### src/hdl/tcmst_pkg.sv
// Shared constants and the result record for the text cell mouse selection tracker.
// No dependencies. Used by tcmst_map and text_cell_mouse_selection_tracker_unit.

package tcmst_pkg;

    // Pixel size of one character cell.
    localparam int CELL_HEIGHT = 16;
    localparam int CELL_WIDTH  = 8;

    // Upper bounds on the effective console size.
    localparam int MAX_ROWS = 64;
    localparam int MAX_COLS = 256;

    localparam int COORD_W  = 13;
    localparam int ROW_W    = 6;
    localparam int COL_W    = 8;
    localparam int ROWCNT_W = 7;
    localparam int COLCNT_W = 9;

    localparam logic [ROWCNT_W-1:0] ROWS_RESET = ROWCNT_W'(25);
    localparam logic [COLCNT_W-1:0] COLS_RESET = COLCNT_W'(80);
    localparam logic [ROWCNT_W-1:0] ROWS_LIMIT = ROWCNT_W'(MAX_ROWS);
    localparam logic [COLCNT_W-1:0] COLS_LIMIT = COLCNT_W'(MAX_COLS);

    // Event codes.
    localparam logic [1:0] CMD_MOVE   = 2'd0;
    localparam logic [1:0] CMD_DOWN   = 2'd1;
    localparam logic [1:0] CMD_UP     = 2'd2;
    localparam logic [1:0] CMD_FORGET = 2'd3;

    // Button codes.
    localparam logic [1:0] BTN_LEFT  = 2'd0;
    localparam logic [1:0] BTN_RIGHT = 2'd1;

    // Register indexes.
    localparam logic REG_ROW_COUNT = 1'b0;
    localparam logic REG_COL_COUNT = 1'b1;

    // One result; the last member lands in the lowest bits of m_tdata.
    typedef struct packed {
        logic             changed;
        logic             paste_request;
        logic             copy_request;
        logic [COL_W-1:0] stop_col;
        logic [ROW_W-1:0] stop_row;
        logic [COL_W-1:0] start_col;
        logic [ROW_W-1:0] start_row;
        logic             drag_active;
        logic             sel_valid;
        logic [COL_W-1:0] ptr_col;
        logic [ROW_W-1:0] ptr_row;
        logic             ptr_valid;
    } result_t;

    localparam int RESULT_W = $bits(result_t);

endpackage

### src/hdl/tcmst_map.sv
// Maps a signed pixel position to a character cell, clamped to the console.
// Depends on tcmst_pkg.

module tcmst_map (
    input  logic [tcmst_pkg::COORD_W-1:0]  pointer_x,
    input  logic [tcmst_pkg::COORD_W-1:0]  pointer_y,
    input  logic [tcmst_pkg::ROWCNT_W-1:0] rows,
    input  logic [tcmst_pkg::COLCNT_W-1:0] cols,
    output logic [tcmst_pkg::ROW_W-1:0]    cell_row,
    output logic [tcmst_pkg::COL_W-1:0]    cell_col
);

    localparam int MAG_W = tcmst_pkg::COORD_W - 1;

    logic [MAG_W-1:0] row_q;
    logic [MAG_W-1:0] col_q;
    logic [tcmst_pkg::ROWCNT_W-1:0] rows_m1;
    logic [tcmst_pkg::COLCNT_W-1:0] cols_m1;

    // Cell sizes are powers of two, so these are shifts.
    assign row_q   = MAG_W'(pointer_y[MAG_W-1:0] / tcmst_pkg::CELL_HEIGHT);
    assign col_q   = MAG_W'(pointer_x[MAG_W-1:0] / tcmst_pkg::CELL_WIDTH);
    assign rows_m1 = rows - tcmst_pkg::ROWCNT_W'(1);
    assign cols_m1 = cols - tcmst_pkg::COLCNT_W'(1);

    always_comb begin
        if (pointer_y[MAG_W]) begin
            cell_row = '0;
        end else if (row_q >= MAG_W'(rows)) begin
            cell_row = rows_m1[tcmst_pkg::ROW_W-1:0];
        end else begin
            cell_row = row_q[tcmst_pkg::ROW_W-1:0];
        end

        if (pointer_x[MAG_W]) begin
            cell_col = '0;
        end else if (col_q >= MAG_W'(cols)) begin
            cell_col = cols_m1[tcmst_pkg::COL_W-1:0];
        end else begin
            cell_col = col_q[tcmst_pkg::COL_W-1:0];
        end
    end

endmodule

### src/hdl/text_cell_mouse_selection_tracker_unit.sv
// Top level of the text cell mouse selection tracker: event register, state update, result register.
// Depends on tcmst_pkg and tcmst_map.
//
//  port group  | dir | contents
//  s_*         | in  | mouse event: tuser = command, tdata = pointer_x, pointer_y, button
//  m_*         | out | one result per event: pointer, selection bounds, pulses, changed
//  p*          | in  | APB registers: row_count at 0x0, col_count at 0x4
//
// Each event passes through the event register and then the result register; a new
// event is taken every cycle while m_tready is high. The state update for an event happens
// as it moves into the result register, so the next event sees it directly.
// A stalled result holds the event register; s_tready drops only when both are full.
// aresetn clears all state and restores 25 rows by 80 columns.

module text_cell_mouse_selection_tracker_unit (
    input  logic        aclk,
    input  logic        aresetn,
    input  logic        s_tvalid,
    output logic        s_tready,
    input  logic [31:0] s_tdata,   // [12:0] pointer_x, [25:13] pointer_y, [27:26] button
    input  logic [1:0]  s_tuser,   // [1:0] command
    output logic        m_tvalid,
    input  logic        m_tready,
    // [0] ptr_valid, [6:1] ptr_row, [14:7] ptr_col, [15] sel_valid, [16] drag_active,
    // [22:17] start_row, [30:23] start_col, [36:31] stop_row, [44:37] stop_col,
    // [45] copy_request, [46] paste_request, [47] changed
    output logic [47:0] m_tdata,
    input  logic        psel,
    input  logic        penable,
    input  logic        pwrite,
    input  logic [2:0]  paddr,
    input  logic [31:0] pwdata,
    output logic [31:0] prdata,
    output logic        pready
);

    localparam int ROW_W = tcmst_pkg::ROW_W;
    localparam int COL_W = tcmst_pkg::COL_W;
    localparam int CW    = tcmst_pkg::COORD_W;

    // Configuration
    logic [tcmst_pkg::ROWCNT_W-1:0] row_count_reg;
    logic [tcmst_pkg::COLCNT_W-1:0] col_count_reg;
    logic                           cfg_write;

    assign pready    = 1'b1;
    assign cfg_write = psel && penable && pwrite && pready;

    always_ff @(posedge aclk) begin
        if (!aresetn) begin
            row_count_reg <= tcmst_pkg::ROWS_RESET;
            col_count_reg <= tcmst_pkg::COLS_RESET;
        end else if (cfg_write) begin
            if (paddr[2] == tcmst_pkg::REG_ROW_COUNT) begin
                row_count_reg <= pwdata[tcmst_pkg::ROWCNT_W-1:0];
            end else begin
                col_count_reg <= pwdata[tcmst_pkg::COLCNT_W-1:0];
            end
        end
    end

    always_comb begin
        if (paddr[2] == tcmst_pkg::REG_COL_COUNT) begin
            prdata = {{(32-tcmst_pkg::COLCNT_W){1'b0}}, col_count_reg};
        end else begin
            prdata = {{(32-tcmst_pkg::ROWCNT_W){1'b0}}, row_count_reg};
        end
    end

    // Event register
    logic          in_vld_reg;
    logic [1:0]    cmd_reg;
    logic [1:0]    btn_reg;
    logic [CW-1:0] x_reg;
    logic [CW-1:0] y_reg;
    logic          out_free;
    logic          fire;

    logic                 m_vld_reg;
    tcmst_pkg::result_t   res_reg;
    tcmst_pkg::result_t   res_next;

    assign out_free = !m_vld_reg || m_tready;
    assign fire     = in_vld_reg && out_free;
    assign s_tready = !in_vld_reg || out_free;

    always_ff @(posedge aclk) begin
        if (!aresetn) begin
            in_vld_reg <= 1'b0;
        end else if (s_tready) begin
            in_vld_reg <= s_tvalid;
        end
    end

    always_ff @(posedge aclk) begin
        if (s_tready && s_tvalid) begin
            cmd_reg <= s_tuser;
            x_reg   <= s_tdata[CW-1:0];
            y_reg   <= s_tdata[2*CW-1:CW];
            btn_reg <= s_tdata[2*CW+1:2*CW];
        end
    end

    // Effective console size
    logic [tcmst_pkg::ROWCNT_W-1:0] rows_eff;
    logic [tcmst_pkg::COLCNT_W-1:0] cols_eff;
    logic [ROW_W-1:0]               cell_row;
    logic [COL_W-1:0]               cell_col;

    assign rows_eff = (row_count_reg > tcmst_pkg::ROWS_LIMIT) ? tcmst_pkg::ROWS_LIMIT
                                                              : row_count_reg;
    assign cols_eff = (col_count_reg > tcmst_pkg::COLS_LIMIT) ? tcmst_pkg::COLS_LIMIT
                                                              : col_count_reg;

    tcmst_map u_map (
        .pointer_x (x_reg),
        .pointer_y (y_reg),
        .rows      (rows_eff),
        .cols      (cols_eff),
        .cell_row  (cell_row),
        .cell_col  (cell_col)
    );

    // Tracker state
    logic             have_ptr_reg, have_ptr_next;
    logic [ROW_W-1:0] ptr_row_reg, ptr_row_next;
    logic [COL_W-1:0] ptr_col_reg, ptr_col_next;
    logic             drag_reg, drag_next;
    logic             sel_reg, sel_next;
    logic [ROW_W-1:0] anc_row_reg, anc_row_next;
    logic [COL_W-1:0] anc_col_reg, anc_col_next;
    logic [ROW_W-1:0] end_row_reg, end_row_next;
    logic [COL_W-1:0] end_col_reg, end_col_next;

    logic active;
    logic fwd;
    logic changed;
    logic copy_req;
    logic paste_req;

    assign active = (rows_eff != '0) && (cols_eff != '0);

    always_comb begin
        have_ptr_next = have_ptr_reg;
        ptr_row_next  = ptr_row_reg;
        ptr_col_next  = ptr_col_reg;
        drag_next     = drag_reg;
        sel_next      = sel_reg;
        anc_row_next  = anc_row_reg;
        anc_col_next  = anc_col_reg;
        end_row_next  = end_row_reg;
        end_col_next  = end_col_reg;
        changed       = 1'b0;
        copy_req      = 1'b0;
        paste_req     = 1'b0;

        if (cmd_reg == tcmst_pkg::CMD_FORGET) begin
            have_ptr_next = 1'b0;
            drag_next     = 1'b0;
            sel_next      = 1'b0;
        end else if (active) begin
            case (cmd_reg)
                tcmst_pkg::CMD_MOVE: begin
                    if (!have_ptr_reg || cell_row != ptr_row_reg || cell_col != ptr_col_reg) begin
                        have_ptr_next = 1'b1;
                        ptr_row_next  = cell_row;
                        ptr_col_next  = cell_col;
                        changed       = 1'b1;
                    end
                    if (drag_reg && (cell_row != end_row_reg || cell_col != end_col_reg)) begin
                        end_row_next = cell_row;
                        end_col_next = cell_col;
                        sel_next     = (cell_row != anc_row_reg) || (cell_col != anc_col_reg);
                        changed      = 1'b1;
                    end
                end
                tcmst_pkg::CMD_DOWN: begin
                    if (btn_reg == tcmst_pkg::BTN_LEFT) begin
                        anc_row_next = cell_row;
                        anc_col_next = cell_col;
                        end_row_next = cell_row;
                        end_col_next = cell_col;
                        drag_next    = 1'b1;
                        sel_next     = 1'b0;
                        changed      = 1'b1;
                    end else if (btn_reg == tcmst_pkg::BTN_RIGHT) begin
                        paste_req = 1'b1;
                    end
                end
                tcmst_pkg::CMD_UP: begin
                    if (btn_reg == tcmst_pkg::BTN_LEFT && drag_reg) begin
                        drag_next = 1'b0;
                        copy_req  = sel_reg;
                    end
                end
                default: begin
                end
            endcase
        end

        // Order the two ends so start is the earlier cell in reading order.
        fwd = (anc_row_next < end_row_next) ||
              (anc_row_next == end_row_next && anc_col_next <= end_col_next);

        res_next.ptr_valid     = have_ptr_next;
        res_next.ptr_row       = have_ptr_next ? ptr_row_next : '0;
        res_next.ptr_col       = have_ptr_next ? ptr_col_next : '0;
        res_next.sel_valid     = sel_next;
        res_next.drag_active   = drag_next;
        res_next.start_row     = !sel_next ? '0 : (fwd ? anc_row_next : end_row_next);
        res_next.start_col     = !sel_next ? '0 : (fwd ? anc_col_next : end_col_next);
        res_next.stop_row      = !sel_next ? '0 : (fwd ? end_row_next : anc_row_next);
        res_next.stop_col      = !sel_next ? '0 : (fwd ? end_col_next : anc_col_next);
        res_next.copy_request  = copy_req;
        res_next.paste_request = paste_req;
        res_next.changed       = changed;
    end

    always_ff @(posedge aclk) begin
        if (!aresetn) begin
            have_ptr_reg <= 1'b0;
            ptr_row_reg  <= '0;
            ptr_col_reg  <= '0;
            drag_reg     <= 1'b0;
            sel_reg      <= 1'b0;
            anc_row_reg  <= '0;
            anc_col_reg  <= '0;
            end_row_reg  <= '0;
            end_col_reg  <= '0;
        end else if (fire) begin
            have_ptr_reg <= have_ptr_next;
            ptr_row_reg  <= ptr_row_next;
            ptr_col_reg  <= ptr_col_next;
            drag_reg     <= drag_next;
            sel_reg      <= sel_next;
            anc_row_reg  <= anc_row_next;
            anc_col_reg  <= anc_col_next;
            end_row_reg  <= end_row_next;
            end_col_reg  <= end_col_next;
        end
    end

    // Result register
    always_ff @(posedge aclk) begin
        if (!aresetn) begin
            m_vld_reg <= 1'b0;
        end else if (out_free) begin
            m_vld_reg <= in_vld_reg;
        end
    end

    always_ff @(posedge aclk) begin
        if (fire) begin
            res_reg <= res_next;
        end
    end

    assign m_tvalid = m_vld_reg;
    assign m_tdata  = res_reg;

    // Checks
    a_copy_ends_drag: assert property (@(posedge aclk) disable iff (!aresetn)
        m_vld_reg && res_reg.copy_request |-> !res_reg.drag_active && res_reg.sel_valid)
        else $error("copy request with drag still active or no selection");

    a_paste_no_change: assert property (@(posedge aclk) disable iff (!aresetn)
        m_vld_reg && res_reg.paste_request |-> !res_reg.changed && !res_reg.copy_request)
        else $error("paste request together with a state change");

    a_bounds_ordered: assert property (@(posedge aclk) disable iff (!aresetn)
        m_vld_reg && res_reg.sel_valid |->
            (res_reg.start_row < res_reg.stop_row) ||
            (res_reg.start_row == res_reg.stop_row && res_reg.start_col < res_reg.stop_col))
        else $error("selection bounds out of order or single cell");

    a_no_sel_zero: assert property (@(posedge aclk) disable iff (!aresetn)
        m_vld_reg && !res_reg.sel_valid |->
            res_reg.start_row == '0 && res_reg.start_col == '0 &&
            res_reg.stop_row == '0 && res_reg.stop_col == '0)
        else $error("selection bounds nonzero without a selection");

    a_state_holds: assert property (@(posedge aclk) disable iff (!aresetn)
        !fire |=> $stable(drag_reg) && $stable(sel_reg) && $stable(have_ptr_reg))
        else $error("tracker state moved without an event");

endmodule

### config.mk
export PLATFORM = sky130hd
export DESIGN_NAME = text_cell_mouse_selection_tracker_unit
export DESIGN_NICKNAME = d
export VERILOG_FILES = /design/src/hdl/tcmst_pkg.sv /design/src/hdl/tcmst_map.sv /design/src/hdl/text_cell_mouse_selection_tracker_unit.sv
export SDC_FILE = /design/constraint.sdc
export NUM_CORES = 1
export LEC_CHECK = 0
export BUFFER_PORTS_ARGS = -buffer_cell sky130_fd_sc_hd__buf_2
export CAP_MARGIN = 10
export CORE_ASPECT_RATIO = 1.5
export CORE_MARGIN = 10
export CORE_UTILIZATION = 30
export DETAILED_ROUTE_END_ITERATION = 16
export GPL_ROUTABILITY_DRIVEN = 0
export GPL_TIMING_DRIVEN = 0
export PLACE_DENSITY_LB_ADDON = 0.2
export SLEW_MARGIN = 0
export SYNTH_ARGS = -nofsm -noshare
export SYNTH_HDL_FRONTEND = slang
export SYNTH_SLANG_ARGS = --single-unit
### constraint.sdc
create_clock -name aclk -period 6.4 [get_ports aclk]
set_clock_uncertainty 0.15 [all_clocks]
set_input_delay 0.96 -clock aclk [delete_from_list [all_inputs] [get_ports aclk]]
set_output_delay 0.96 -clock aclk [all_outputs]
set_load 0.005 [all_outputs]
==> summary.txt <==
GRT
  – First-pass GRT wire length: 40.9 mm
  – Largest net degree at the start of global routing: 30
  – Vias in the first global route: 7268
  – Gr ovfl total: 0
  – Initial antenna violation count: 0
  – Tot GR Track Use: 0.150

STA
  – Worst-margin pin slew: 1140 ps
  – Final hold vios: 0
  – Headroom to the max-slew limit: 0.237
  – Tmin final: 6030 ps
  – Final setup violating endpoints: 0
  – Max Freq: 166 MHz
  – Crit share post-route: 0.942
  – Final Max Slew Viols: 0
  – RSZ-0062 raised after global routing: false

Yosys
  – Most frequent cell after synthesis: nand2_1
  – Mapped cell area: 0.00819 mm2
  – Main area contributors after synthesis: edfxtp_1, dfxtp_1, ha_1
  – Most used DFF post-synth: edfxtp_1
  – Syn Area/Cell: 9.21 um2
  – Mapped Cells: 889
  – Simple-gate share of the synthesized area: 0.184
  – Area share of the largest cell type after synthesis: 0.260
  – Post-synth ARST share: 0
  – Yosys cell types: 80
  – Adder-Cell Fraction of Synth Area: 0.0565
  – Post-synthesis mux area share: 0.0321
  – EDFF count, synth: 71
  – Commonest cells in the netlist: nand2_1, edfxtp_1, a21oi_1, dfxtp_1, nand3_1
  – Top cell type by total area after synthesis: edfxtp_1
  – Synth Area in XOR/XNOR: 0.0310
  – Post-synthesis sequential area ratio: 0.414
  – Yosys warns: 0
  – Main combinational cell family by area after synthesis: compound AO/OA/AOI/OAI gates
  – Post-synthesis compound-gate area fraction: 0.212
  – Yosys reg bits: 134

Critical path
  – Worst-path maximum fanout: 10
  – Critical R2R Launch: col_count_reg[8]
  – Critical Path Sink Type: register
  – Setup crit start: col_count_reg[8]
  – Worst R2R Path Depth: 28
  – CP arrival: 6080 ps
  – CP Class: reg2reg
  – CP Launch Type: register
  – Crit path required time: 6450 ps
  – Slowest stage delay, CP: 430 ps
  – Slowest stage cell, crit path: or3_1

Floorplan
  – Core area: 0.0270 mm2
  – Site Rows: 74
  – I/O pin cnt: 159
  – Starting Density: 0.303
  – Die H: 222 um
  – Full die area: 0.0344 mm2
  – Die Wd: 155 um

Clock network
  – CTS Buffer Depth: 2
  – Clk root buf: clkbuf_16
  – Latest clock arrival within the worst-skew pair: 450 ps
  – TritonCTS clock tree: yes
  – Clk sinks: 134
  – CTS Buf Count: 17
  – Hold-fix buffers at CTS: 0
  – H-tree Lvls: 4
  – Worst-path clk slew: 60 ps

Power and ir drop
  – Static leakage: 3.91 nW
  – Worst vdd ir: 186 uV
  – Tot Pwr: 2.37 mW
  – P per Cell Area: 234 mW/mm2

Finish
  – Design area: 0.0101 mm2
  – Layout cells sized above 1: 0.264
  – Number of diodes: 0
  – Final-stage net count: 1155
  – Max FFs per register: 48
  – Area Growth Syn to Fin: 23.8%

Detailed routing
  – DR iter-0 viols: 364
  – DRC: 0
  – Final ANT Viol Nets: 0
  – Vias: 7143
  – DR pass1 iterations: 5
  – Total Wirelength: 26.1 mm
  – Wire per inst: 18.7 um
  – Avg Vias per Cell: 5.11

Placed design
  – PortBufs: 98
  – Placed wire-length estimate: 20.4 mm
  – Area after DPL: 0.00921 mm2

Hold path
  – Type of the tightest min-delay check: reg2reg
  – Hold path startpoint: ptr_row_reg[5]
  – Hold depth: 2

Status
  – Outcome: completed

Flow run
  – Max cap viols: 0
[power breakdown]
| group | internal (mW) | total [mW] | switching (mW) | leakage, nW |
|---|---|---|---|---|
| logic | 0.159 | 0.430 | 0.272 | 2.40 |
| clock network | 0.596 | 0.988 | 0.392 | 0.300 |
| registers | 0.935 | 0.957 | 0.0219 | 1.21 |
[cell families after synthesis]
kind of cell	after synthesis
flip-flops	134
other	2
multiplexers	23
buffers and inverters	109
adder cells (fa/ha/maj)	37
XOR/XNOR	29
AND/OR/NAND/NOR	311
AO/OA/AOI/OAI	244
[area by class of cell]
class                   instances  area [um2]
plain buffers                  72         465
clock buffers                  23         543
clock inverters                 9        57.6
fillers                      2825       16900
inverters                      37         143
multi-input cells             669        4500
flip-flops and latches        134        3390
well taps                     342         428
repair buffers                111         601
[stage by stage]
stage          hold slack, ps  setup slack, ps  utilization  setup TNS (ps)  cells
2_1_floorplan             299              770            -               0    911
3_3_place_gp              317             -974        0.340          -21700   1351
3_5_place_dp              320             -975        0.341          -20160   1352
4_1_cts                   328             42.7        0.367               0   1387
5_1_grt                   359             13.9        0.375               0   1397
6_report                  333              373        0.375               0   1397
[worst paths after layout]
check	to	slack, ps
setup / recovery	m_tdata[36]	370
hold / removal	ptr_row_reg[5]	330
setup reg to reg	m_tdata[36]	370
hold reg to reg	ptr_row_reg[5]	330
[worst max-delay path: cells and delay by family, from the launching register on]
kind,cells,cell delay (ps)
AOI/OAI and AO/OA,14,2710
adders and majority gates,2,600
buffers and inverters,5,870
DFF,1,290
and+or+nand+nor,7,1150
[cell usage in the layout (no fill, tap or decap), types with 4 or more instances in the layout]
cell and count:
a211oi_2 5, mux2_2 13, xor2_1 12, a211oi_1 13, clkbuf_16 21, a21oi_1 61, buf_4 39, inv_1 31
clkbuf_1 19, a22o_1 13, xnor2_1 15, o21ai_2 4, nor4_1 7, o21ai_1 6, nand2_2 4, conb_1 24
a21oi_2 13, and3_1 6, a21o_1 6, mux2i_1 8, and2_1 8, nand3_1 60, o22ai_1 4, nor2b_1 6
nor3_1 14, nor2_1 59, buf_6 7, a22oi_1 35, nand2_1 99, ha_1 37, clkbuf_4 4, nand2b_1 10
clkinv_2 4, buf_2 108, nand4_1 11, o21ai_0 31, o31ai_1 5, o31a_1 4, dfxtp_1 63, edfxtp_1 71
[metal layers]
metal  track usage  part of all wire
met3        0.0371             0.051
met4        0.0672             0.034
met1         0.166              0.40
met5             0                 0
met2         0.263              0.51
[timing repair]
| item | 4_1_cts | 5_1_grt |
|---|---|---|
| gates cloned | 0 | 1 |
| endpoints found under the setup margin | 28 | 28 |
| setup buffers | 3 | 9 |
| pin swaps | 6 | 8 |
| resized for setup | 28 | 38 |
Power figures use the tool's default switching activity.
